## src/sv/tbr_pkg.sv

```systemverilog
`timescale 1ns / 1ps

package tbr_pkg;

	// Video memory geometry
	localparam int MEM_DEPTH = 16384;
	localparam int ADDR_W    = $clog2(MEM_DEPTH);

	// Request queue between front and back, and result queue
	localparam int CMD_DEPTH = 4;
	localparam int CMD_PTR_W = $clog2(CMD_DEPTH);
	localparam int OUT_DEPTH = 4;
	localparam int OUT_PTR_W = $clog2(OUT_DEPTH);

	// Screen geometry
	localparam logic [7:0] SCREEN_ROWS = 8'd240;
	localparam logic [4:0] TILE_ROWS   = 5'd30;

	// Upper address bits of the sixteen background palette bytes at 0x3f00
	localparam logic [ADDR_W-5:0] PAL_PAGE = 10'h3f0;

	// Configuration register indexes
	typedef enum logic [2:0] {
		CFG_BG_ENABLE   = 3'd0,
		CFG_SHOW_LEFT   = 3'd1,
		CFG_NT_SELECT   = 3'd2,
		CFG_PAT_HALF    = 3'd3,
		CFG_SCROLL_X    = 3'd4,
		CFG_SCROLL_Y    = 3'd5
	} cfg_idx_t;

	typedef enum logic {
		OP_WRITE  = 1'b0,
		OP_RENDER = 1'b1
	} op_t;

	typedef struct packed {
		logic       bg_enable;
		logic       show_left;
		logic [1:0] nt_select;
		logic       pat_half;
		logic [7:0] scroll_x;
		logic [7:0] scroll_y;   // already reduced below 240
	} cfg_t;

	typedef struct packed {
		op_t              op;
		logic [ADDR_W-1:0] addr;
		logic [7:0]       data;
		logic [4:0]       row;
		logic [4:0]       col;
	} cmd_t;

	typedef struct packed {
		logic [7:0]  x;
		logic [7:0]  y;
		logic [23:0] rgb;
		logic        last;
	} pix_t;

	// Fixed 64-entry RGB palette
	localparam logic [23:0] COLOR_TABLE [64] = '{
		24'h545454, 24'h001E74, 24'h081090, 24'h300088,
		24'h440064, 24'h5C0030, 24'h540400, 24'h3C1800,
		24'h202A00, 24'h083A00, 24'h004000, 24'h003C00,
		24'h003200, 24'h000000, 24'h000000, 24'h000000,
		24'h989698, 24'h084CC4, 24'h3032EC, 24'h5C1EE4,
		24'h8814B0, 24'hA01464, 24'h982220, 24'h783C00,
		24'h545A00, 24'h287200, 24'h087C00, 24'h007628,
		24'h006678, 24'h000000, 24'h000000, 24'h000000,
		24'hECEEEC, 24'h4C9AEC, 24'h787CEC, 24'hB062EC,
		24'hE454EC, 24'hEC58B4, 24'hEC6A64, 24'hD48820,
		24'hA0AA00, 24'h74C400, 24'h4CD020, 24'h38CC6C,
		24'h38B4CC, 24'h3C3C3C, 24'h000000, 24'h000000,
		24'hECEEEC, 24'hA8CCEC, 24'hBCBCEC, 24'hD4B2EC,
		24'hECAEEC, 24'hECAED4, 24'hECB4B0, 24'hE4C490,
		24'hCCD278, 24'hB4DE78, 24'hA8E290, 24'h98E2B4,
		24'hA0D6E4, 24'hA0A2A0, 24'h000000, 24'h000000
	};

endpackage

```

## src/sv/tbr_out_fifo.sv

```systemverilog
`timescale 1ns / 1ps

module tbr_out_fifo import tbr_pkg::*; (
	input  logic clk,
	input  logic arst_n,
	input  logic wr_en,
	input  pix_t wr_pix,
	output logic full,
	output logic empty,
	input  logic pop,
	output pix_t rd_pix
);

	pix_t                 buf_q [OUT_DEPTH];
	logic [OUT_PTR_W-1:0] wr_ptr_q;
	logic [OUT_PTR_W-1:0] rd_ptr_q;
	logic [OUT_PTR_W:0]   count_q;
	logic                 put;
	logic                 take;

	assign full   = (count_q == (OUT_PTR_W+1)'(OUT_DEPTH));
	assign empty  = (count_q == '0);
	assign put    = wr_en && !full;
	assign take   = pop && !empty;
	assign rd_pix = buf_q[rd_ptr_q];

	// Hold waiting pixels
	always_ff @(posedge clk) begin
		if (put) begin
			buf_q[wr_ptr_q] <= wr_pix;
		end
	end

	// Advance pointers and fill count
	always_ff @(posedge clk or negedge arst_n) begin
		if (!arst_n) begin
			wr_ptr_q <= '0;
			rd_ptr_q <= '0;
			count_q  <= '0;
		end else begin
			if (put) begin
				wr_ptr_q <= wr_ptr_q + 1'b1;
			end
			if (take) begin
				rd_ptr_q <= rd_ptr_q + 1'b1;
			end
			unique case ({put, take})
				2'b10:   count_q <= count_q + 1'b1;
				2'b01:   count_q <= count_q - 1'b1;
				default: count_q <= count_q;
			endcase
		end
	end

endmodule

```

## config.mk

```make
export PLATFORM = sky130hd
export DESIGN_NAME = tbr_out_fifo
export DESIGN_NICKNAME = d
export VERILOG_FILES = /design/src/sv/tbr_pkg.sv /design/src/sv/tbr_out_fifo.sv
export SDC_FILE = /design/constraint.sdc
export NUM_CORES = 1
export LEC_CHECK = 0
export ABC_AREA = 1
export BUFFER_PORTS_ARGS = -buffer_cell sky130_fd_sc_hd__buf_2
export CORE_ASPECT_RATIO = 0.6
export CORE_MARGIN = 1
export CORE_UTILIZATION = 55
export CTS_BUF_LIST = sky130_fd_sc_hd__clkbuf_16
export DETAILED_ROUTE_END_ITERATION = 16
export PLACE_DENSITY = 0.76
export SYNTH_ARGS = -nofsm -noshare
export SYNTH_HDL_FRONTEND = slang
export SYNTH_SLANG_ARGS = --single-unit
```

## constraint.sdc

```tcl
create_clock -name clk -period 3.74 [get_ports clk]
set_clock_uncertainty 0.2 [all_clocks]
set_input_delay 0.561 -clock clk [delete_from_list [all_inputs] [get_ports clk]]
set_output_delay 0.561 -clock clk [all_outputs]
set_load 0.02 [all_outputs]
```

### Word level (Yosys, flattened, before mapping)

Memory sizes are Yosys's and may differ from the RTL's.
Index checks and enable logic that the tools add are counted.
W data, S select, Z words.

* flip-flop bits (word level): 7
* memories: 1
* bits of input ports: 45
* word-level logic and storage cells: 20
* memory bits (writable): 164
* output and inout port bits: 43

* $add $sub $neg: 4
* multiplexer cells: 3
* equal/unequal tests: 3
* reduce and logical (&&, ||, !) cells: 6

Memories
* buf_q: depth 4, bits a word 41, rd ports 1, clocked after memory_dff 0, write ports 1, line tbr_out_fifo.sv:14 `pix_t buf_q [OUT_DEPTH];`

Operators with widths (count)
* $pmux W3 S2: 1
* $add A2 B1 Y2 const B: 2
* $add A3 B1 Y3 const B: 1
* $eq A3 B3 Y1 const B: 1
* $logic_not A3 Y1: 1
* $sub A3 B1 Y3 const B: 1
* $eq A2 B1 Y1 const B: 1
* $eq A2 B2 Y1 const B: 1
* $logic_and A1 B1 Y1: 2
* $logic_not A1 Y1: 2
* $mux W1: 2
* $reduce_bool A2 Y1: 1

### Depth between registers and ports, before layout

Gate-level depths: netlist of the first run.

* word-level depth: 5
* depth in mapped cells: 12
* mapped depth without buffers: 12

### Least setup slack after synthesis of the first run

OpenSTA, ideal clock, no wires.

* path type: input to register
* from: in wr_en
* to: mem buf_q[0][0] in the netlist's numbering, enable pin
* data required time: 3.100 ns
* path buffers: 0
* arrival time: 2.438 ns
* setup slack: 0.663 ns
* stages: 2
* setup time: 0.440 ns
* cell sequence: nand2_1 -> nor2_1

* cells in the longest elaborated chain, start to end: 3

RTL lines
* from (decl): line tbr_out_fifo.sv:6 `input logic wr_en,`
* $logic_and A1 B1 Y1: line tbr_out_fifo.sv:23 `assign put = wr_en && !full;`
* $mux W1: line tbr_out_fifo.sv:29 `if (put) begin`
* $mux W1 (implied by the code): line tbr_out_fifo.sv:30 `buf_q[wr_ptr_q] <= wr_pix;`
* to (decl): line tbr_out_fifo.sv:14

No other way between the ends.

==> run metrics, run 1 <==
status complete, no violations; GP Congestion between 0.7 and 0.8; Std-Cell Rows 32; Antenna Violating Nets Remaining 0; worst path required time ~3 ns; Tightest Pin Transition 0.8750 ns; Sequential Power Share a little under two fifths; first-pass GRT wire length 21220 um; Avg Inst Size Synth 13.45 sq um; width of the die 150.3 um; final hold slack 0.1537 ns; leakage 3.469 nW; most frequent cell after synthesis edfxtp_1; Crit path max-delay family buffers and inverters; crit-path cells inv_2 -> o211ai_1 -> nand2_1 -> buf_2; Psw 0.002660 W; Hold Path Depth 1; PwrDens 833.9 nW/um^2; Crit Path Max Fanout 42; Distinct cells, synth 19; Ys Warns 0; Final period util 84.70%; final period demand of the worst path 3.168 ns; top post-synthesis cells by area edfxtp_1 68%, o211ai_2 7.4%, nand2_1 6.4%; ys flop type edfxtp_1; post-CTS resize count 0; Crit path depth 4; kind of critical path register to output pin; Die Ht approximately 91 um; Worst Reg-to-Reg Cells 10; largest net degree at the start of global routing 77; Peak VDD IR 0.5628 mV; clock root cell clkbuf_16; Setup Viol. Count Final 0; Final Hold Viols 0; vias per cell 5.159; switch share 37.97%; post-layout net count 680; utilization after layout between 60% and 70%; Synth top cells by count 164 x edfxtp_1, 124 x nand2_1, 95 x inv_1, 43 x o211ai_2, 39 x o211ai_1; first-pass detailed-route iteration total 4; Pins Over Slew Limit 0; CP peak stage delay 0.75 ns; clock sink total 171; DRC errors left 0; Core ar. ~13000 sq um; critical path's slowest cell inv_2; internal power 0.004346 W; Max clock buf depth 2; Post-DP HPWL between 8000 and 9000 um; cell taking the most area after synthesis edfxtp_1; H-tree Lvls 4; Worst Hold Class input pin to register; setup bufs post-CTS 0; initial antenna violation count 1; CTS Buf Count 17; synth-to-layout area growth 15.68%; final setup TNS 0 ns; sequential-to-total area share from yosys stat 70.23%; Synth top area share 67.82%; Worst-path clk slew 0.06 ns; Overall Global Routing Usage 21.27%; Clk Latency, worst-skew pair 0.42 ns; grt ovf 0; vias in the first global route 4134; WL/cell 16.61 um; fmax 315.7 MHz; relative slew slack 41.58%; layout cells sized above 1 30.53%; CTS tree yes; Post-Syn Instances between 500 and 600; Worst EP arrival between 2 and 2.5 ns; clock network power share about a quarter; IO Count 88; via count approximately 4200; critical path endpoint category output pin; Worst Path Buf+Inv 2; Iteration-0 DRC Markers slightly below 300; Max Cap Viol 0; register bit total from synthesis ~170; Post-Syn Nets 591; Antenna Cells 0; die area 13680 sq um; Mapped Area approximately 7300 sq um; Post-synth EDFFs 164; port bufs 87; Initial Utilization 56.50%; final wirelength 13480 um; Setup crit start kind register; FFs w/ async S/R, synth 4.094%; Comb pwr share 36.3%; RSZ-0062 raised after global routing false; Total Power approximately 0.007 W; hold_buf cts 1
-- stage by stage --
stage               instances  instance area (sq um)  setup WS (ns)
finish                    812                   8401         0.5723
global route              812                   8401         0.4696
floorplan                 540                   7262         0.6626
global placement          779                   7791          1.019
detailed placement        779                   7791          1.001
CTS                       812                   8401         0.5527
-- worst register-to-register path: stages (launching register included) --
cell and delay, ns:
dfrtp_1 0.41, inv_2 0.09, nand3_1 0.15, nand2_1 0.41, ha_1 0.27, inv_1 0.09
fa_1 0.39, nand2_1 0.11, nand3_1 0.09, nand2_1 0.08, nand2_1 0.05
-- sequential cells by signal, indices dropped and copies added (netlist names) --
register	flops
buf_q	164
count_q	3
rd_ptr_q	2
wr_ptr_q	2
-- routing by layer --
layer  vias to the layer above  GRT usage (%)  wire, um
li1                       2041              -         -
met1                      1998          28.12      6014
met2                       131          34.41      6396
met3                        19          5.477       885
met4                         0          7.071       187
met5                         -              0         0
-- layout by cell type (no fill, tap or decap), types with 4 or more instances in the layout --
master,Yosys,routed
buf_2,8,87
buf_4,1,8
o211ai_1,39,39
dfrtp_1,7,6
o211ai_2,43,43
ha_1,5,5
clkinvlp_4,0,4
nand2_1,124,124
nand2_2,17,17
nand3_1,7,7
nor2_4,0,4
inv_1,95,96
edfxtp_1,164,164
clkbuf_16,0,17
-- power by group through the flow --
stage	combinational, W	sequential [W]	clock [W]
floorplan	0.00197	0.00267	0
global placement	0.00249	0.00271	0
detailed placement	0.00256	0.00273	0
CTS	0.00258	0.00269	0.00180
global route	0.00279	0.00272	0.00186
finish	0.00254	0.00269	0.00177
-- cell type report --
class                   count  area, sq um
clock inverters            15        173.9
flip-flops and latches    171         5101
fillers                   913         4452
multi-input cells         243         1585
repair buffers             97        525.5
inverters                  99        376.6
clock buffers              17        425.4
well taps                 170        212.7
-- cells by family (layout without fill, tap and decap cells) --
family | Yosys count | after routing | share of synthesized area, %
compound gates | 83 | 83 | 11.51
fa+ha+maj | 6 | 6 | 1.137
flops | 171 | 171 | 70.23
buf+inv | 126 | 228 | 8.356
simple gates | 153 | 153 | 8.649
xor+xnor | 1 | 1 | 0.1206
-- worst paths after layout --
path / startpoint / endpoint / slack, ns
hold reg to reg: count_q[0]$_DFFE_PN0P_ / count_q[0]$_DFFE_PN0P_ / 0.32
hold / removal: wr_pix[34] / buf_q[2][34]$_DFFE_PP_ / 0.15
setup / recovery: rd_ptr_q[1]$_DFFE_PN0P_ / rd_pix[21] / 0.57
setup reg to reg: count_q[0]$_DFFE_PN0P_ / count_q[2]$_DFFE_PN0P_ / 1.29
min in group asynchronous: arst_n / count_q[2]$_DFFE_PN0P_ / 0.30
max in group asynchronous: arst_n / rd_ptr_q[1]$_DFFE_PN0P_ / 2.86
No activity file was read; power rests on OpenSTA's default activity.
==> run 2: changes to the inputs <==
--- a/config.mk
+++ b/config.mk
@@ -5,14 +5,14 @@
 export SDC_FILE = /design/constraint.sdc
 export NUM_CORES = 1
 export LEC_CHECK = 0
-export ABC_AREA = 1
+export ABC_AREA = 0
 export BUFFER_PORTS_ARGS = -buffer_cell sky130_fd_sc_hd__buf_2
 export CORE_ASPECT_RATIO = 0.6
 export CORE_MARGIN = 1
 export CORE_UTILIZATION = 55
 export CTS_BUF_LIST = sky130_fd_sc_hd__clkbuf_16
 export DETAILED_ROUTE_END_ITERATION = 16
-export PLACE_DENSITY = 0.76
+export PLACE_DENSITY = 0.77
 export SYNTH_ARGS = -nofsm -noshare
 export SYNTH_HDL_FRONTEND = slang
 export SYNTH_SLANG_ARGS = --single-unit
==> constraint.sdc (replaced) <==
create_clock -name clk -period 3.1 [get_ports clk]
set_clock_uncertainty 0.2 [all_clocks]
set_input_delay 0.465 -clock clk [delete_from_list [all_inputs] [get_ports clk]]
set_output_delay 0.465 -clock clk [all_outputs]
set_load 0.02 [all_outputs]
==> run metrics, run 2 <==
Setup Viol. Count Final 0 (unchanged); Max clock buf depth 2 (unchanged); top post-synthesis cells by area edfxtp_1 77%, mux4_2 13%, dfrtp_1 2.7%; Hold Path Depth 1 (unchanged); Core ar. 11300 sq um (-12%); Synth top area share 77.00% (+9.2 points); PwrDens 1022 nW/um^2 (+23%); placed instance count 495 (-36%); largest net degree at the start of global routing 40 (-48%); FFs w/ async S/R, synth 4.094% (unchanged); Worst R2R End buf_q[2][19]$_DFFE_PP_; Clk Latency, worst-skew pair 0.42 ns (about the same); internal power 0.005436 W (+25%); CTS Buf Count 17 (unchanged); switch share 30.73% (-7.2 points); met3 routed WL 647 um (-27%); ys flop type edfxtp_1; post-layout net count 406 (-40%); width of the die 141.2 um (-6.1%); RSZ-0062 raised after global routing false; Iteration-0 DRC Markers 186 (-37%); Distinct cells, synth 22 (+3); # fillers 706 (-23%); Biggest register buf_q; most frequent cells in the layout 164 x edfxtp_1, 87 x buf_2, 38 x mux4_2; Ys Warns 0 (unchanged); Worst-path clk slew 0.07 ns (about the same); Sequential Power Share 41.5% (+3.1 points); final setup TNS 0 ns (unchanged); kind of critical path register to output pin; die area 12080 sq um (-12%); vias in the first global route 3022 (-27%); clock sink total 171 (unchanged); Avg Inst Size Synth 25.38 sq um (+89%); most frequent cell after synthesis edfxtp_1; CTS tree yes; Overall Global Routing Usage 20.32% (-0.95 points); first-pass GRT wire length 16950 um (-20%); GP Congestion 0.7170 (-6.5%); synth-to-layout area growth 19.99%; Post-DP HPWL 6849 um (-16%); fin cells 528 (-35%); Worst Hold End buf_q[3][23]$_DFFE_PP_; Synth top cells by count 164 x edfxtp_1, 38 x mux4_2, 7 x dfrtp_1, 6 x inv_1, 5 x ha_1; Die Ht 85.53 um (-6.0%); Setup crit start kind register; vias per cell 5.475 (+6.1%); critical path endpoint category output pin; Crit Path Max Fanout 39 (-7.1%); Final period util between 80% and 90%; Worst Hold Class input pin to register; reg-to-reg slack, setup 0.82 ns (-0.47 ns); clock network power share 27.9% (+2.7 points); sequential-to-total area share from yosys stat 79.73% (+9.5 points); Final Hold Viols 0 (unchanged); register bit total from synthesis 171 (unchanged); final hold slack 0.05987 ns (-0.09385 ns); status complete, no violations; WL/cell 21.16 um (+27%); IO Count 88 (unchanged); cell taking the most area after synthesis edfxtp_1; top layer in use met4; via count 2891 (-31%); H-tree Lvls 4 (unchanged); Post-Syn Instances 252 (-53%); hold path start wr_pix[23]; leakage 2.694 nW (-22%); Comb pwr share 30.6% (-5.7 points); Worst Reg-to-Reg Cells 4 (-6); relative slew slack 54.60% (+13 points); Initial Utilization 56.61% (+0.11 points); Psw 0.002411 W (-9.4%); port bufs 87 (unchanged); Std-Cell Rows 30 (-6.3%); grt ovf 0 (unchanged); initial antenna violation count 0 (-1); worst path required time 2.43 ns (-0.55 ns); Antenna Violating Nets Remaining 0 (unchanged); Peak VDD IR 0.5182 mV (-7.9%); pre-CTS setup slack 0.7781 ns (-0.2226 ns); first-pass detailed-route iteration total 4 (unchanged); layout cells sized above 1 45.92% (+15 points); fmax ~370 MHz; clock root cell clkbuf_16; max FFs per register 164 (unchanged); Post-Syn Nets 303 (-49%); wire length on met1 4956 um (-18%); final instance area 7675 sq um (-8.6%); final period demand of the worst path roughly 2.7 ns; Worst EP arrival 2.03 ns (-0.38 ns); Post-synth EDFFs 164 (unchanged); final wirelength 11170 um (-17%); Mapped Area 6396 sq um (-12%); Area after DPL 7044 sq um (-9.6%); DRC errors left 0 (unchanged); WL met2 5519 um (-14%); Worst R2R Start count_q[2]$_DFFE_PN0P_; Antenna Cells 0 (unchanged); final worst slack 0.4041 ns (-0.1682 ns); Pins Over Slew Limit 0 (unchanged); top flop regs buf_q (164), count_q (3); commonest non-fill, non-tap cell in the layout edfxtp_1; Max Cap Viol 0 (unchanged); Tightest Pin Transition 0.6810 ns (-0.1940 ns)
## run 2: cell count changes after synthesis, sizes merged, moves of 2 or more
cell and change:
and2 +4, nand3 -7, mux4 +41, nand2 -140
o211ai -82, inv -93, xnor2 +2, buf -16
xor2 +3, nor2 -3
## run 2: cells by family after synthesis
kind of cell    synth area share [%]
fa+ha+maj                      1.291
mux                            14.95
flops                          79.73
buf+inv                        2.152
simple gates                  0.9191
compound gates                0.1370
xor+xnor                      0.8217
## run 2: how the worst max path moves through the flow
stage                            end  cells after the start  slack [ns]                    start
2_1_floorplan  buf_q[0][0]$_DFFE_PP_                      3        0.64   count_q[2]$_DFFE_PN0P_
3_3_place_gp   buf_q[3][8]$_DFFE_PP_                      4        0.81   count_q[2]$_DFFE_PN0P_
3_5_place_dp   buf_q[2][8]$_DFFE_PP_                      4        0.78   count_q[2]$_DFFE_PN0P_
4_1_cts                   rd_pix[40]                      3        0.35  rd_ptr_q[0]$_DFFE_PN0P_
5_1_grt                   rd_pix[40]                      3        0.30  rd_ptr_q[0]$_DFFE_PN0P_
6_report                  rd_pix[40]                      3        0.40  rd_ptr_q[0]$_DFFE_PN0P_
## run 2: area by class of cell
type                            instances  area, sq um  share of cell area, %
Clock buffer                           17        425.4                  5.543
Clock inverter                         15        195.2                  2.543
Inverter                                6        22.52                 0.2934
Multi-Input combinational cell         65         1164                  15.16
Sequential cell                       171         5102                  66.48
Tap cell                              160        200.2                  2.608
Timing Repair Buffer                   94        565.5                  7.369
## run 2: critical path: stages, from the launching register on
cell     delay [ns]
dfrtp_2        0.48
buf_12         0.32
mux4_1         0.60
buf_2          0.18
## run 2: per-stage QoR
step | total power [W] | util, %
floorplan | 0.005018 | -
global placement | 0.005676 | 62.35
detailed placement | 0.005747 | 62.35
CTS | 0.007954 | 67.93
global route | 0.008183 | 67.93
finish | 0.007847 | 67.93
## run 2: per-layer routing
metal	GRT usage [%]	vias up
met1	28.22	1498
met2	31.59	116
met4	8.498	0
met5	0	-
met3	4.969	6
li1	-	1271
## run 2: power by group through the flow
| stage | combinational, W | sequential (W) | clock (W) |
|---|---|---|---|
| global route | 0.00257 | 0.00330 | 0.00231 |
| global placement | 0.00241 | 0.00327 | 0 |
| finish | 0.00240 | 0.00325 | 0.00219 |
| detailed placement | 0.00245 | 0.00330 | 0 |
| floorplan | 0.00181 | 0.00320 | 0 |
| CTS | 0.00246 | 0.00326 | 0.00223 |
## run 2: timing repair
item / CTS / global route
buffers inserted: 0 / 0
hold buffers: 1 / 0
hold endpoints to repair: 7 / 0
gates resized for setup: 0 / 0
