$ cat src/sv/tbr_pkg.sv
`timescale 1ns / 1ps

package tbr_pkg;

	// Video memory geometry
	localparam int MEM_DEPTH = 16384;
	localparam int ADDR_W    = $clog2(MEM_DEPTH);

	// Request queue between front and back, and result queue
	localparam int CMD_DEPTH = 4;
	localparam int CMD_PTR_W = $clog2(CMD_DEPTH);
	localparam int OUT_DEPTH = 4;
	localparam int OUT_PTR_W = $clog2(OUT_DEPTH);

	// Screen geometry
	localparam logic [7:0] SCREEN_ROWS = 8'd240;
	localparam logic [4:0] TILE_ROWS   = 5'd30;

	// Upper address bits of the sixteen background palette bytes at 0x3f00
	localparam logic [ADDR_W-5:0] PAL_PAGE = 10'h3f0;

	// Configuration register indexes
	typedef enum logic [2:0] {
		CFG_BG_ENABLE   = 3'd0,
		CFG_SHOW_LEFT   = 3'd1,
		CFG_NT_SELECT   = 3'd2,
		CFG_PAT_HALF    = 3'd3,
		CFG_SCROLL_X    = 3'd4,
		CFG_SCROLL_Y    = 3'd5
	} cfg_idx_t;

	typedef enum logic {
		OP_WRITE  = 1'b0,
		OP_RENDER = 1'b1
	} op_t;

	typedef struct packed {
		logic       bg_enable;
		logic       show_left;
		logic [1:0] nt_select;
		logic       pat_half;
		logic [7:0] scroll_x;
		logic [7:0] scroll_y;   // already reduced below 240
	} cfg_t;

	typedef struct packed {
		op_t              op;
		logic [ADDR_W-1:0] addr;
		logic [7:0]       data;
		logic [4:0]       row;
		logic [4:0]       col;
	} cmd_t;

	typedef struct packed {
		logic [7:0]  x;
		logic [7:0]  y;
		logic [23:0] rgb;
		logic        last;
	} pix_t;

	// Fixed 64-entry RGB palette
	localparam logic [23:0] COLOR_TABLE [64] = '{
		24'h545454, 24'h001E74, 24'h081090, 24'h300088,
		24'h440064, 24'h5C0030, 24'h540400, 24'h3C1800,
		24'h202A00, 24'h083A00, 24'h004000, 24'h003C00,
		24'h003200, 24'h000000, 24'h000000, 24'h000000,
		24'h989698, 24'h084CC4, 24'h3032EC, 24'h5C1EE4,
		24'h8814B0, 24'hA01464, 24'h982220, 24'h783C00,
		24'h545A00, 24'h287200, 24'h087C00, 24'h007628,
		24'h006678, 24'h000000, 24'h000000, 24'h000000,
		24'hECEEEC, 24'h4C9AEC, 24'h787CEC, 24'hB062EC,
		24'hE454EC, 24'hEC58B4, 24'hEC6A64, 24'hD48820,
		24'hA0AA00, 24'h74C400, 24'h4CD020, 24'h38CC6C,
		24'h38B4CC, 24'h3C3C3C, 24'h000000, 24'h000000,
		24'hECEEEC, 24'hA8CCEC, 24'hBCBCEC, 24'hD4B2EC,
		24'hECAEEC, 24'hECAED4, 24'hECB4B0, 24'hE4C490,
		24'hCCD278, 24'hB4DE78, 24'hA8E290, 24'h98E2B4,
		24'hA0D6E4, 24'hA0A2A0, 24'h000000, 24'h000000
	};

endpackage

$ cat src/sv/tbr_front.sv
`timescale 1ns / 1ps

module tbr_front import tbr_pkg::*; (
	input  logic              clk,
	input  logic              arst_n,
	input  logic              push,
	output logic              full,
	input  logic              mode,
	input  logic [ADDR_W-1:0] mem_addr,
	input  logic [7:0]        mem_data,
	input  logic [4:0]        tile_row,
	input  logic [4:0]        tile_col,
	input  cfg_t              cfg,
	output cmd_t              cmd,
	output logic              cmd_valid,
	input  logic              cmd_pop
);

	cmd_t                 cmd_mem_q [CMD_DEPTH];
	logic [CMD_PTR_W-1:0] wr_ptr_q;
	logic [CMD_PTR_W-1:0] rd_ptr_q;
	logic [CMD_PTR_W:0]   count_q;
	logic                 accept;
	logic                 keep;
	logic                 store;
	logic                 take;
	cmd_t                 cmd_new;

	assign full      = (count_q == (CMD_PTR_W+1)'(CMD_DEPTH));
	assign cmd_valid = (count_q != '0);
	assign accept    = push && !full;
	assign take      = cmd_pop && cmd_valid;

	// Classify: drop render requests that can give no pixels
	assign keep = (mode == OP_WRITE) ||
		(cfg.bg_enable && (tile_row < TILE_ROWS) && ((tile_col != '0) || cfg.show_left));
	assign store = accept && keep;

	always_comb begin
		cmd_new.op   = op_t'(mode);
		cmd_new.addr = mem_addr;
		cmd_new.data = mem_data;
		cmd_new.row  = tile_row;
		cmd_new.col  = tile_col;
	end

	// Hold queued requests
	always_ff @(posedge clk) begin
		if (store) begin
			cmd_mem_q[wr_ptr_q] <= cmd_new;
		end
	end

	assign cmd = cmd_mem_q[rd_ptr_q];

	// Advance pointers and fill count
	always_ff @(posedge clk or negedge arst_n) begin
		if (!arst_n) begin
			wr_ptr_q <= '0;
			rd_ptr_q <= '0;
			count_q  <= '0;
		end else begin
			if (store) begin
				wr_ptr_q <= wr_ptr_q + 1'b1;
			end
			if (take) begin
				rd_ptr_q <= rd_ptr_q + 1'b1;
			end
			unique case ({store, take})
				2'b10:   count_q <= count_q + 1'b1;
				2'b01:   count_q <= count_q - 1'b1;
				default: count_q <= count_q;
			endcase
		end
	end

endmodule

$ cat config.mk
export PLATFORM = sky130hd
export DESIGN_NAME = tbr_front
export DESIGN_NICKNAME = d
export VERILOG_FILES = /design/src/sv/tbr_pkg.sv /design/src/sv/tbr_front.sv
export SDC_FILE = /design/constraint.sdc
export NUM_CORES = 1
export LEC_CHECK = 0
export BUFFER_PORTS_ARGS = -buffer_cell sky130_fd_sc_hd__buf_4
export CORE_ASPECT_RATIO = 1.5
export CORE_MARGIN = 2
export CORE_UTILIZATION = 30
export CTS_CLUSTER_SIZE = 24
export DETAILED_ROUTE_END_ITERATION = 8
export GPL_TIMING_DRIVEN = 0
export PLACE_DENSITY = 0.52
export SYNTH_ARGS = -nofsm -noshare
export SYNTH_HDL_FRONTEND = slang
export SYNTH_SLANG_ARGS = --single-unit
$ cat constraint.sdc
create_clock -name clk -period 2.2 [get_ports clk]
set_input_delay 0.55 -clock clk [delete_from_list [all_inputs] [get_ports clk]]
set_output_delay 0.55 -clock clk [all_outputs]
set_load 0.005 [all_outputs]
=== Yosys cells after proc, flatten, opt, wreduce, memory -nomap -nowiden ===
Memory sizes are Yosys's and may differ from the RTL's.
Cells that the tools add are included.

* Bits in registers: 7
* RAM bits: 132
* Logic and storage cells: 27
* Memories kept: 1

* Add/subtract/negate cells: 4
* $lt $le $gt $ge: 1
* Equal/unequal tests: 3
* Muxes and demuxes: 3
* Bitwise operators: 1
* Reduce and logical (&&, ||, !) cells: 11

{| class="wikitable"
|+ Memories
! memory !! words !! bits a word !! rd ports !! clocked after memory_dff !! wr ports !! RTL line !! source
|-
| cmd_mem_q || 4 || 33 || 1 || 0 || 1 || tbr_front.sv:19 || <nowiki>cmd_t cmd_mem_q [CMD_DEPTH];</nowiki>
|}

{| class="wikitable"
|+ Operator list
! kind !! number
|-
| 3-bit case mux with 2 select lines || 1
|-
| 1-bit logical AND || 5
|-
| 5-bit < comparator (second input constant) || 1
|-
| 5-bit nonzero test || 1
|-
| 2-bit by 1-bit adder with 2-bit output (second input constant) || 2
|-
| 3-bit by 1-bit adder with 3-bit output (second input constant) || 1
|-
| 3-bit equality test (second input constant) || 1
|-
| 3-bit nonzero test || 1
|-
| 3-bit by 1-bit subtractor with 3-bit output (second input constant) || 1
|-
| 2-bit by 1-bit equality test with 1-bit output (second input constant) || 1
|-
| 2-bit equality test (second input constant) || 1
|-
| 1-bit logical OR || 2
|-
| 1-bit 2-to-1 mux || 2
|-
| 2-bit nonzero test || 1
|-
| 1-bit zero test || 1
|-
| 1-bit inverter || 1
|}

=== Depth between registers and ports, before layout ===
Gate-level depths: netlist (run 1).

* Depth after elaboration: 7
* Gate-level depth with buffers: 10

=== Least setup slack after synthesis (run 1) ===
OpenSTA, ideal clock, no wires.

* Kind: input to register
* From: input mode
* To: memory cmd_mem_q[1][0] in the netlist's numbering (enable)
* Library setup time: 0.393 ns
* Arrival time: 2.130 ns
* Setup slack: -0.323 ns
* Stages: 4
* Path buffers: 0
* Path through: or4b_4 > nor4_4 > a2111oi_4 > and2_1

* Word-level cells in the longest chain between the ends: 5

{| class="wikitable"
|+ Ends and longest elaborated chain
! item !! RTL line !! source
|-
| start: declaration || tbr_front.sv:8 || <nowiki>input logic mode,</nowiki>
|-
| 1-bit inverter || tbr_front.sv:35 || <nowiki>assign keep = (mode == OP_WRITE) ||</nowiki>
|-
| 1-bit logical OR || tbr_front.sv:35 ||
|-
| 1-bit logical AND || tbr_front.sv:37 || <nowiki>assign store = accept && keep;</nowiki>
|-
| 1-bit 2-to-1 mux || tbr_front.sv:49 || <nowiki>if (store) begin</nowiki>
|-
| 1-bit 2-to-1 mux (not written as such) || tbr_front.sv:50 || <nowiki>cmd_mem_q[wr_ptr_q] <= cmd_new;</nowiki>
|-
| end: declaration || tbr_front.sv:19 ||
|}

Every way passes these cells.

==> results of run 1 <==
[layout make-up]
class,count,area [um^2],area share
buffer,7,103,0.0144
clock buffer,18,429,0.0602
clock inverter,14,241,0.0339
inverter,7,26.3,0.00369
multi-input combinational,65,1080,0.151
sequential,139,4140,0.581
tap,213,267,0.0374
timing repair buffer,84,843,0.118
[critical path: cells and delay by family (launching register included)]
kind | cells | cell delay, ns
muxes | 1 | 0.53
buffers and inverters | 3 | 0.45
DFF | 1 | 0.37
[what timing repair did]
action | CTS | global route
cloned | 5 | 2
hold endpoints to repair | 7 | 0
buffers inserted | 6 | 2
resized for setup | 67 | 6
pin swaps | 8 | 2
hold buffers | 1 | 0
endpoints found under the setup margin | 167 | 33
[sequential cells by signal, summed over array words and instances (netlist names)]
signal / count
count_q: 3
wr_ptr_q: 2
cmd_mem_q: 132
rd_ptr_q: 2
[final timing paths]
check	startpoint	end	cells after the start
min	tile_col[4]	cmd_mem_q[0][4]$_DFFE_PP_	1
min reg2reg	count_q[0]$_DFFE_PN0P_	count_q[0]$_DFFE_PN0P_	1
min in group asynchronous	arst_n	rd_ptr_q[0]$_DFFE_PN0P_	2
max in group asynchronous	arst_n	rd_ptr_q[1]$_DFFE_PN0P_	2
max reg2reg	count_q[0]$_DFFE_PN0P_	count_q[2]$_DFFE_PN0P_	10
max	rd_ptr_q[0]$_DFFE_PN0P_	cmd[29]	4
[metal layers]
metal,global-route usage,share of wire
met5,0,0
met4,0.0483,0.013
met3,0.0336,0.036
met2,0.214,0.57
met1,0.133,0.38
[stage by stage]
step / instances / utilization / setup TNS (ns) / hold WS [ns]
floorplan: 215 / - / -0.390 / 0.254
global placement: 501 / 0.352 / -96.86 / 0.370
detailed placement: 501 / 0.352 / -95.85 / 0.369
CTS: 543 / 0.409 / -3.47 / 0.321
global route: 547 / 0.414 / -4.83 / 0.319
finish: 547 / 0.414 / -2.90 / 0.334
[layout by cell type (no fill, tap or decap), types with 2 or more instances in the layout]
cell type / count
dfrtp_1: 6
clkinvlp_4: 4
buf_12: 5
buf_6: 34
edfxtp_1: 132
clkbuf_4: 2
xnor2_1: 3
clkbuf_16: 19
buf_8: 2
nand2_1: 2
inv_6: 2
and2_4: 8
mux4_2: 33
bufinv_16: 6
ha_1: 4
buf_4: 44
xor2_1: 3
inv_1: 6
[power by group]
group,internal (W),switching (W)
clock,0.00213,0.00109
combinational,0.00189,0.00132
sequential,0.00338,0.000135
total,0.00740,0.00254
[kinds of logic (layout without fill, tap and decap cells)]
kind of cell,after synthesis,count (layout),share of synthesized area
flops,139,139,0.791
mux,35,35,0.147
fa+ha+maj,6,6,0.0158
buf+inv,15,130,0.0117
compound gates,1,1,0.00526
simple gates,13,17,0.0191
xor+xnor,6,6,0.0100
==> results.py, run 1 <==
metrics = {
    "floorplan": {
        "core-area_um2": 17200,
        "die_h_um": 166,
        "die-width_um": 112,
        "start_util": 0.304,
        "die-area_um2": 18500,
        "rows": 59,
        "io_pins": 93,
    },
    "clocking": {
        "cts_buffer_depth": 2,
        "h-tree-depth": 4,
        "cts-root-buf": "clkbuf_16",
        "clk_latency_ns": 0.41,
        "path_clk_slew_ns": 0.06,
        "cts_buffers": 17,
        "cts_tree": "done",
        "cts.sinks": 139,
    },
    "detailed_routing": {
        "drt_iter0_markers": 86,
        "drc_errors": 0,
        "wl_mm": 10.8,
        "via_per_inst": 4.58,
        "firstDrtPassIters": 4,
        "ant_nets": 0,
        "wire_per_inst_um": 19.7,
        "via_count": 2503,
    },
    "synthesis": {
        "yosys_most_used_dff": "edfxtp_1",
        "syn_avg_cell_area_um2": 24.3,
        "netlist_instances": 215,
        "yosysSeqAreaShare": 0.791,
        "yosysWarnings": 0,
        "ys_top_cells_by_count": "edfxtp_1 (132), mux4_2 (33), dfrtp_1 (7), inv_1 (7), ha_1 (5)",
        "syn-cell-area_um2": 5230,
        "synth_edf_count": 132,
        "ys_ff_latch": 139,
        "synth_top_cell_area_share": 0.758,
        "yosys-top-cells-area": "edfxtp_1 (76%), mux4_2 (14%), dfrtp_1 (3.3%), ha_1 (1.2%), a2111oi_4 (0.53%)",
        "syn_nets": 279,
        "ys_async_sr_fraction": 0.0504,
        "yosys.cell_count.top_type": "edfxtp_1",
        "yosysTopAreaCell": "edfxtp_1",
        "ys_types": 23,
    },
    "worst_setup_path": {
        "worst_setup_path_start_kind": "register",
        "cpMostUsedCell": "buf_12",
        "slowest_delay_ns": 0.53,
        "slowest_stage": "mux4_2",
        "required_ns": 1.65,
        "crit_fanout": 8,
        "crit_chain": "buf_12 -> buf_12 -> mux4_2 -> buf_6",
        "endpoint_kind": "output pin",
        "criticalPathCategory": "register to output pin",
        "ff2ff_setup_slack_ns": 0.16,
        "critPathArrivalTime_ns": 1.77,
    },
    "sta": {
        "finalSetupViolCount": 32,
        "timing.final.hold_violations": 0,
        "slew_viol_final": 0,
        "postLayoutSetupSlackWorst_ns": -0.116,
        "rsz0062_at_grt": "true",
        "worst_pin_slew_ns": 0.332,
        "fin_crit_ns": 2.32,
        "fmax_ghz": 0.432,
        "clock_skew_ns": 0.00472,
        "slew_headroom": 0.779,
        "post-route-period-util": 1.05,
    },
    "power_and_ir_drop": {
        "leakage_nw": 2.51,
        "finalPower_w": 0.00994,
        "ir_drop_mv": 0.478,
        "p_per_area_nw_per_um2": 1400,
    },
    "global_route": {
        "grt_pass1_wl_mm": 16.0,
        "grt_overflow": 0,
        "antenna_found_initial": 0,
        "grt_pass1_vias": 2714,
        "grt_max_degree": 18,
        "track_usage": 0.120,
    },
    "place": {
        "place.gp.congestion": 0.682,
        "place_ws_ns": -0.716,
        "hpwlAfterDp_mm": 5.86,
        "placed_area_um2": 6050,
        "io_buffers": 73,
    },
    "job": {
        "cap_violations": 0,
    },
    "final_layout": {
        "drive_above_1_share": 0.509,
        "area_delta_synth_final_pct": 36.2,
        "layout.nets": 385,
        "final_cell_area_um2": 7130,
        "num_antenna_cells": 0,
        "num-fill-cells": 1540,
    },
    "hold_path": {
        "hp-class": "primary input to register",
    },
    "run_status": {
        "violations": "negative setup slack",
        "outcome": "finished, violations left",
    },
}
No activity file was read; power rests on OpenSTA's default activity.
==> run 2: changes to the inputs <==
--- a/config.mk
+++ b/config.mk
@@ -5,14 +5,14 @@
 export SDC_FILE = /design/constraint.sdc
 export NUM_CORES = 1
 export LEC_CHECK = 0
-export BUFFER_PORTS_ARGS = -buffer_cell sky130_fd_sc_hd__buf_4
 export CORE_ASPECT_RATIO = 1.5
 export CORE_MARGIN = 2
 export CORE_UTILIZATION = 30
 export CTS_CLUSTER_SIZE = 24
 export DETAILED_ROUTE_END_ITERATION = 8
+export DONT_BUFFER_PORTS = 1
 export GPL_TIMING_DRIVEN = 0
-export PLACE_DENSITY = 0.52
+export PLACE_DENSITY = 0.47
 export SYNTH_ARGS = -nofsm -noshare
 export SYNTH_HDL_FRONTEND = slang
 export SYNTH_SLANG_ARGS = --single-unit
==> constraint.sdc (replaced) <==
create_clock -name clk -period 2.2 [get_ports clk]
set_input_delay 0.55 -clock clk [delete_from_list [all_inputs] [get_ports clk]]
set_output_delay 0.55 -clock clk [all_outputs]
set_load 0.01 [all_outputs]
==> run 2 against run 1 <==
Net effect:
- the run still ends with negative setup slack left
- sequential cell count stayed put
- highest routed layer unchanged
- critical path depth is 1 lower
- register-to-register slack worse by 0.04 ns
- clock skew is 0.0018 ns higher
- routed wire length is 0.58% higher
- worst hold slack worse by 0.10 ns
- core utilization is 4.9 points lower
- global-route usage is 0.40 points higher
- combinational power is 27% lower
- die area stayed put
- cell count is 14% lower
==> results.py, run 2 (synthesis gave the netlist of run 1 again) <==
metrics = {
    "sta": {
        "finalSetupViolCount": 10,
        "worst_pin_slew_ns": 0.578,
        "hold-worst-slack_ns": 0.233,
        "slew_headroom": 0.615,
        "slew_viol_final": 0,
        "fin_crit_ns": 2.21,
        "postLayoutSetupSlackWorst_ns": -0.0128,
        "post-route-period-util": 1.01,
        "rsz0062_at_grt": "true",
        "fmax_ghz": 0.452,
        "clock_skew_ns": 0.00654,
        "timing.final.hold_violations": 0,
    },
    "power_and_ir_drop": {
        "intPower_w": 0.00615,
        "finalPower_w": 0.00860,
        "switching_share": 0.284,
        "p_per_area_nw_per_um2": 1370,
        "power_frac_clock": 0.317,
        "comb_power_share": 0.273,
        "ir_drop_mv": 0.557,
        "p_sw_w": 0.00245,
        "leakage_nw": 2.06,
        "seqPwrFrac": 0.409,
    },
    "detailed_routing": {
        "drt_iter0_markers": 113,
        "firstDrtPassIters": 4,
        "via_count": 2189,
        "wire_per_inst_um": 23.0,
        "via_per_inst": 4.65,
        "wl_mm": 10.9,
        "drc_errors": 0,
        "ant_nets": 0,
    },
    "clocking": {
        "h-tree-depth": 4,
        "cts-root-buf": "clkbuf_16",
        "cts_buffers": 17,
        "cts_buffer_depth": 2,
        "cts.sinks": 139,
        "path_clk_slew_ns": 0.06,
        "clk_latency_ns": 0.40,
        "cts_tree": "done",
    },
    "final_layout": {
        "final_common_cell": "edfxtp_1",
        "num_antenna_cells": 0,
        "drive_above_1_share": 0.360,
        "top_regs": "cmd_mem_q (132), count_q (3)",
        "area_delta_synth_final_pct": 20.0,
        "layout.nets": 309,
        "regMostFlops": "cmd_mem_q",
        "final_cell_mix": "edfxtp_1 (132), mux4_2 (33), clkbuf_16 (20), buf_4 (7)",
        "largest_reg_flops": 132,
    },
    "place": {
        "hpwlAfterDp_mm": 5.86,
        "io_buffers": 0,
        "place.gp.congestion": 0.653,
    },
    "worst_setup_path": {
        "worst_setup_path_start_kind": "register",
        "reg2reg_to": "count_q[2]$_DFFE_PN0P_",
        "required_ns": 1.65,
        "r2r_cells": 11,
        "criticalPathCategory": "register to output pin",
        "ff2ff_setup_slack_ns": 0.12,
        "endpoint_kind": "output pin",
        "critPathArrivalTime_ns": 1.66,
        "crit_fanout": 10,
        "r2r-start": "count_q[0]$_DFFE_PN0P_",
    },
    "floorplan": {
        "die-width_um": 112,
        "core-area_um2": 17200,
        "die_h_um": 166,
        "start_util": 0.304,
        "die-area_um2": 18500,
        "rows": 59,
        "io_pins": 93,
    },
    "global_route": {
        "grt_overflow": 0,
        "track_usage": 0.124,
        "grt_pass1_vias": 2506,
        "grt_max_degree": 34,
        "grt_pass1_wl_mm": 16.2,
        "antenna_found_initial": 0,
    },
    "run_status": {
        "outcome": "finished, violations left",
        "violations": "negative setup slack",
    },
    "hold_path": {
        "hp-class": "primary input to register",
        "hp-start": "mem_data[0]",
        "holdPathStages": 0,
        "min_to": "cmd_mem_q[3][10]$_DFFE_PP_",
    },
    "job": {
        "cap_violations": 0,
    },
}
[run 2: changes by cell type in the layout (fill, tap and decap cells not counted), sizes merged]
cell / delta
buf: -73
bufinv: -6
clkinvlp: -4
inv: +2
clkbuf: +4
and2: -1
clkinv: +2
[run 2: worst max-delay path: stages, from the launching register on]
cell and delay (ns):
dfrtp_1 0.37, buf_12 0.16, buf_12 0.16, mux4_2 0.56
[run 2: final cells by class]
class / count / area (um^2)
buffer: 7 / 103
clock buffer: 24 / 526
clock inverter: 8 / 52.6
fill: 1580 / 10900
inverter: 7 / 26.3
multi-input combinational: 64 / 1070
sequential: 139 / 4140
tap: 213 / 267
timing repair buffer: 9 / 97.6
[run 2: through the flow]
| step | cells | instance area (um^2) | worst slack (ns) | TNS, ns | utilization |
|---|---|---|---|---|---|
| after floorplan | 215 | 5230 | -0.285 | -0.390 | - |
| after global placement | 428 | 5500 | -0.556 | -75.36 | 0.320 |
| after detailed placement | 428 | 5500 | -0.506 | -69.81 | 0.320 |
| after CTS | 469 | 6260 | -0.0510 | -0.683 | 0.364 |
| after global routing | 471 | 6280 | -0.0841 | -1.74 | 0.365 |
| final | 471 | 6280 | -0.0128 | -0.0593 | 0.365 |
[run 2: worst max-delay path by stage]
stage / from / to / slack [ns] / depth (start not counted)
6_report: rd_ptr_q[0]$_DFFE_PN0P_ / cmd[18] / -0.01 / 3
5_1_grt: cfg[19] / count_q[2]$_DFFE_PN0P_ / -0.08 / 11
4_1_cts: rd_ptr_q[0]$_DFFE_PN0P_ / cmd[14] / -0.05 / 3
3_5_place_dp: tile_row[1] / cmd_mem_q[0][17]$_DFFE_PP_ / -0.51 / 4
3_3_place_gp: tile_row[1] / cmd_mem_q[2][16]$_DFFE_PP_ / -0.56 / 4
2_1_floorplan: tile_col[2] / count_q[2]$_DFFE_PN0P_ / -0.29 / 10
[run 2: power groups by stage]
stage	sequential (W)	clock, W	combinational, W
after global routing	0.00356	0.00291	0.00256
after floorplan	0.00350	0	0.00157
final	0.00352	0.00273	0.00235
after CTS	0.00352	0.00279	0.00244
after detailed placement	0.00355	0	0.00207
after global placement	0.00353	0	0.00205
[run 2: repair_timing]
item                                   CTS  global route
pin swaps                                9             4
endpoints found under the hold margin    7             0
setup endpoints to repair              163           117
cloned                                   4             0
buffers inserted                         6             3
gates resized for setup                 36             0
hold buffers                             1             0
[run 2: per-layer routing]
layer / vias up / GRT usage / wire [um]
met4: 0 / 0.0499 / 151
met5: - / 0 / 0
li1: 952 / - / -
met3: 9 / 0.0412 / 528
met2: 51 / 0.217 / 6040
met1: 1177 / 0.138 / 4140
==> run 3: changes to the inputs <==
--- a/config.mk
+++ b/config.mk
@@ -11,7 +11,6 @@
 export CTS_CLUSTER_SIZE = 24
 export DETAILED_ROUTE_END_ITERATION = 8
 export DONT_BUFFER_PORTS = 1
-export GPL_TIMING_DRIVEN = 0
 export PLACE_DENSITY = 0.47
 export SYNTH_ARGS = -nofsm -noshare
 export SYNTH_HDL_FRONTEND = slang
==> run 3 against run 2 <==
Net effect:
- the flow still finishes with violations (negative setup slack)
- routed wire length fell by 6.1%
- critical path depth unchanged
- critical path type unchanged
- first-iteration DRC count down 42%
- core utilization grew 0.97 points
- register-to-register slack gained 0.07 ns
- combinational power is 9.4% higher
- largest cell class unchanged
- clock-buffer cell count decreased by 4
==> results.py, run 3 (synthesis gave the netlist of run 1 again) <==
metrics = {
    "sta": {
        "rsz0062_at_grt": "true",
        "post-route-period-util": 1.01,
        "worst_pin_slew_ns": 0.345,
        "fin_crit_ns": 2.23,
        "hold-worst-slack_ns": 0.226,
        "finalSetupViolCount": 15,
        "clock_skew_ns": 0.00758,
        "postLayoutSetupSlackWorst_ns": -0.0259,
        "tns_ns": -0.198,
        "fmax_ghz": 0.449,
        "timing.final.hold_violations": 0,
        "slew_viol_final": 0,
        "slew_headroom": 0.769,
    },
    "clocking": {
        "cts-root-buf": "clkbuf_16",
        "cts.sinks": 139,
        "cts_buffers": 17,
        "clk_latency_ns": 0.42,
        "h-tree-depth": 4,
        "cts_buffer_depth": 2,
        "path_clk_slew_ns": 0.06,
        "cts_tree": "done",
    },
    "place": {
        "place.gp.congestion": 0.637,
        "placed_area_um2": 5740,
        "hpwlAfterDp_mm": 6.25,
        "place_ws_ns": -0.381,
        "io_buffers": 0,
    },
    "detailed_routing": {
        "firstDrtPassIters": 4,
        "drt_iter0_markers": 66,
        "drc_errors": 0,
        "via_count": 2219,
        "via_per_inst": 4.63,
        "wl_mm": 10.2,
        "wire_per_inst_um": 21.3,
        "ant_nets": 0,
    },
    "global_route": {
        "grt_pass1_wl_mm": 14.9,
        "grt_pass1_vias": 2417,
        "grt_max_degree": 21,
        "grt_overflow": 0,
        "antenna_found_initial": 0,
        "track_usage": 0.114,
    },
    "floorplan": {
        "start_util": 0.304,
        "die_h_um": 166,
        "die-width_um": 112,
        "io_pins": 93,
        "rows": 59,
        "die-area_um2": 18500,
        "core-area_um2": 17200,
    },
    "worst_setup_path": {
        "worst_setup_path_start_kind": "register",
        "slowest_delay_ns": 0.55,
        "crit_chain": "buf_12 -> clkbuf_16 -> mux4_2",
        "criticalPathCategory": "register to output pin",
        "slowest_stage": "mux4_2",
        "r2r-start": "count_q[1]$_DFFE_PN0P_",
        "critPathArrivalTime_ns": 1.68,
        "endpoint_kind": "output pin",
        "required_ns": 1.65,
        "crit_fanout": 5,
        "crit_start": "rd_ptr_q[0]$_DFFE_PN0P_",
    },
    "hold_path": {
        "hp-class": "primary input to register",
        "hp-start": "mem_addr[8]",
    },
    "power_and_ir_drop": {
        "p_sw_w": 0.00237,
        "p_per_area_nw_per_um2": 1330,
        "comb_power_share": 0.300,
        "intPower_w": 0.00619,
        "power_frac_clock": 0.292,
        "finalPower_w": 0.00857,
        "seqPwrFrac": 0.409,
        "switching_share": 0.277,
        "leakage_nw": 2.11,
        "ir_drop_mv": 0.695,
    },
    "final_layout": {
        "final_cell_area_um2": 6450,
        "drive_above_1_share": 0.357,
        "layout.nets": 318,
        "largest_reg_flops": 132,
        "regMostFlops": "cmd_mem_q",
        "final-seq-area_um2": 4140,
        "num-fill-cells": 1548,
        "top_regs": "cmd_mem_q (132), count_q (3)",
        "multi_input_area_um2": 1040,
        "num_antenna_cells": 0,
        "final_common_cell": "edfxtp_1",
        "final_cell_mix": "edfxtp_1 (132), mux4_2 (33), clkbuf_16 (20), buf_12 (15)",
        "area_delta_synth_final_pct": 23.2,
    },
    "job": {
        "cap_violations": 0,
    },
    "run_status": {
        "violations": "negative setup slack",
        "outcome": "finished, violations left",
    },
}
-- run 3: worst paths after layout --
kind	depth (start not counted)	slack [ns]	end
setup / recovery	3	-0.03	cmd[0]
hold / removal	0	0.23	cmd_mem_q[2][26]$_DFFE_PP_
setup reg to reg	10	0.19	count_q[2]$_DFFE_PN0P_
hold reg to reg	1	0.50	count_q[2]$_DFFE_PN0P_
max in group asynchronous	1	1.46	rd_ptr_q[0]$_DFFE_PN0P_
min in group asynchronous	1	0.47	count_q[2]$_DFFE_PN0P_
-- run 3: layer usage --
| metal | vias up | wire length, um | GRT usage |
|---|---|---|---|
| li1 | 971 | - | - |
| met1 | 1169 | 3660 | 0.117 |
| met2 | 60 | 5670 | 0.198 |
| met3 | 19 | 618 | 0.0496 |
| met4 | 0 | 239 | 0.0531 |
| met5 | - | 0 | 0 |
-- run 3: area by class of cell --
cell class / count / area share
flip-flops and latches: 139 / 0.642
multi-input cells: 61 / 0.161
repair buffers: 28 / 0.0714
clock buffers: 20 / 0.0677
well taps: 213 / 0.0413
clock inverters: 11 / 0.0124
inverters: 7 / 0.00408
-- run 3: worst max-delay path, delay by kind of cell, from the launching register on --
| family | cells | cell delay [ns] |
|---|---|---|
| buffers and inverters | 2 | 0.29 |
| flip-flops | 1 | 0.42 |
| multiplexers | 1 | 0.55 |
-- run 3: repair_timing --
item / 4_1_cts / 5_1_grt
endpoints found under the hold margin: 7 / 0
gates resized for setup: 2 / 7
setup endpoints to repair: 18 / 35
hold buffers: 1 / 0
gates cloned: 0 / 4
buffers inserted: 0 / 6
-- run 3: metrics by stage --
| stage | util | instances |
|---|---|---|
| final | 0.375 | 479 |
| after global routing | 0.375 | 479 |
| after CTS | 0.365 | 469 |
| after detailed placement | 0.334 | 437 |
| after global placement | 0.334 | 437 |
| after floorplan | - | 215 |
-- run 3: power groups by stage --
stage	clock [W]	combinational [W]	sequential, W
floorplan	0	0.00157	0.00350
global placement	0	0.00225	0.00352
detailed placement	0	0.00228	0.00355
CTS	0.00257	0.00230	0.00350
global route	0.00269	0.00277	0.00354
finish	0.00250	0.00257	0.00350
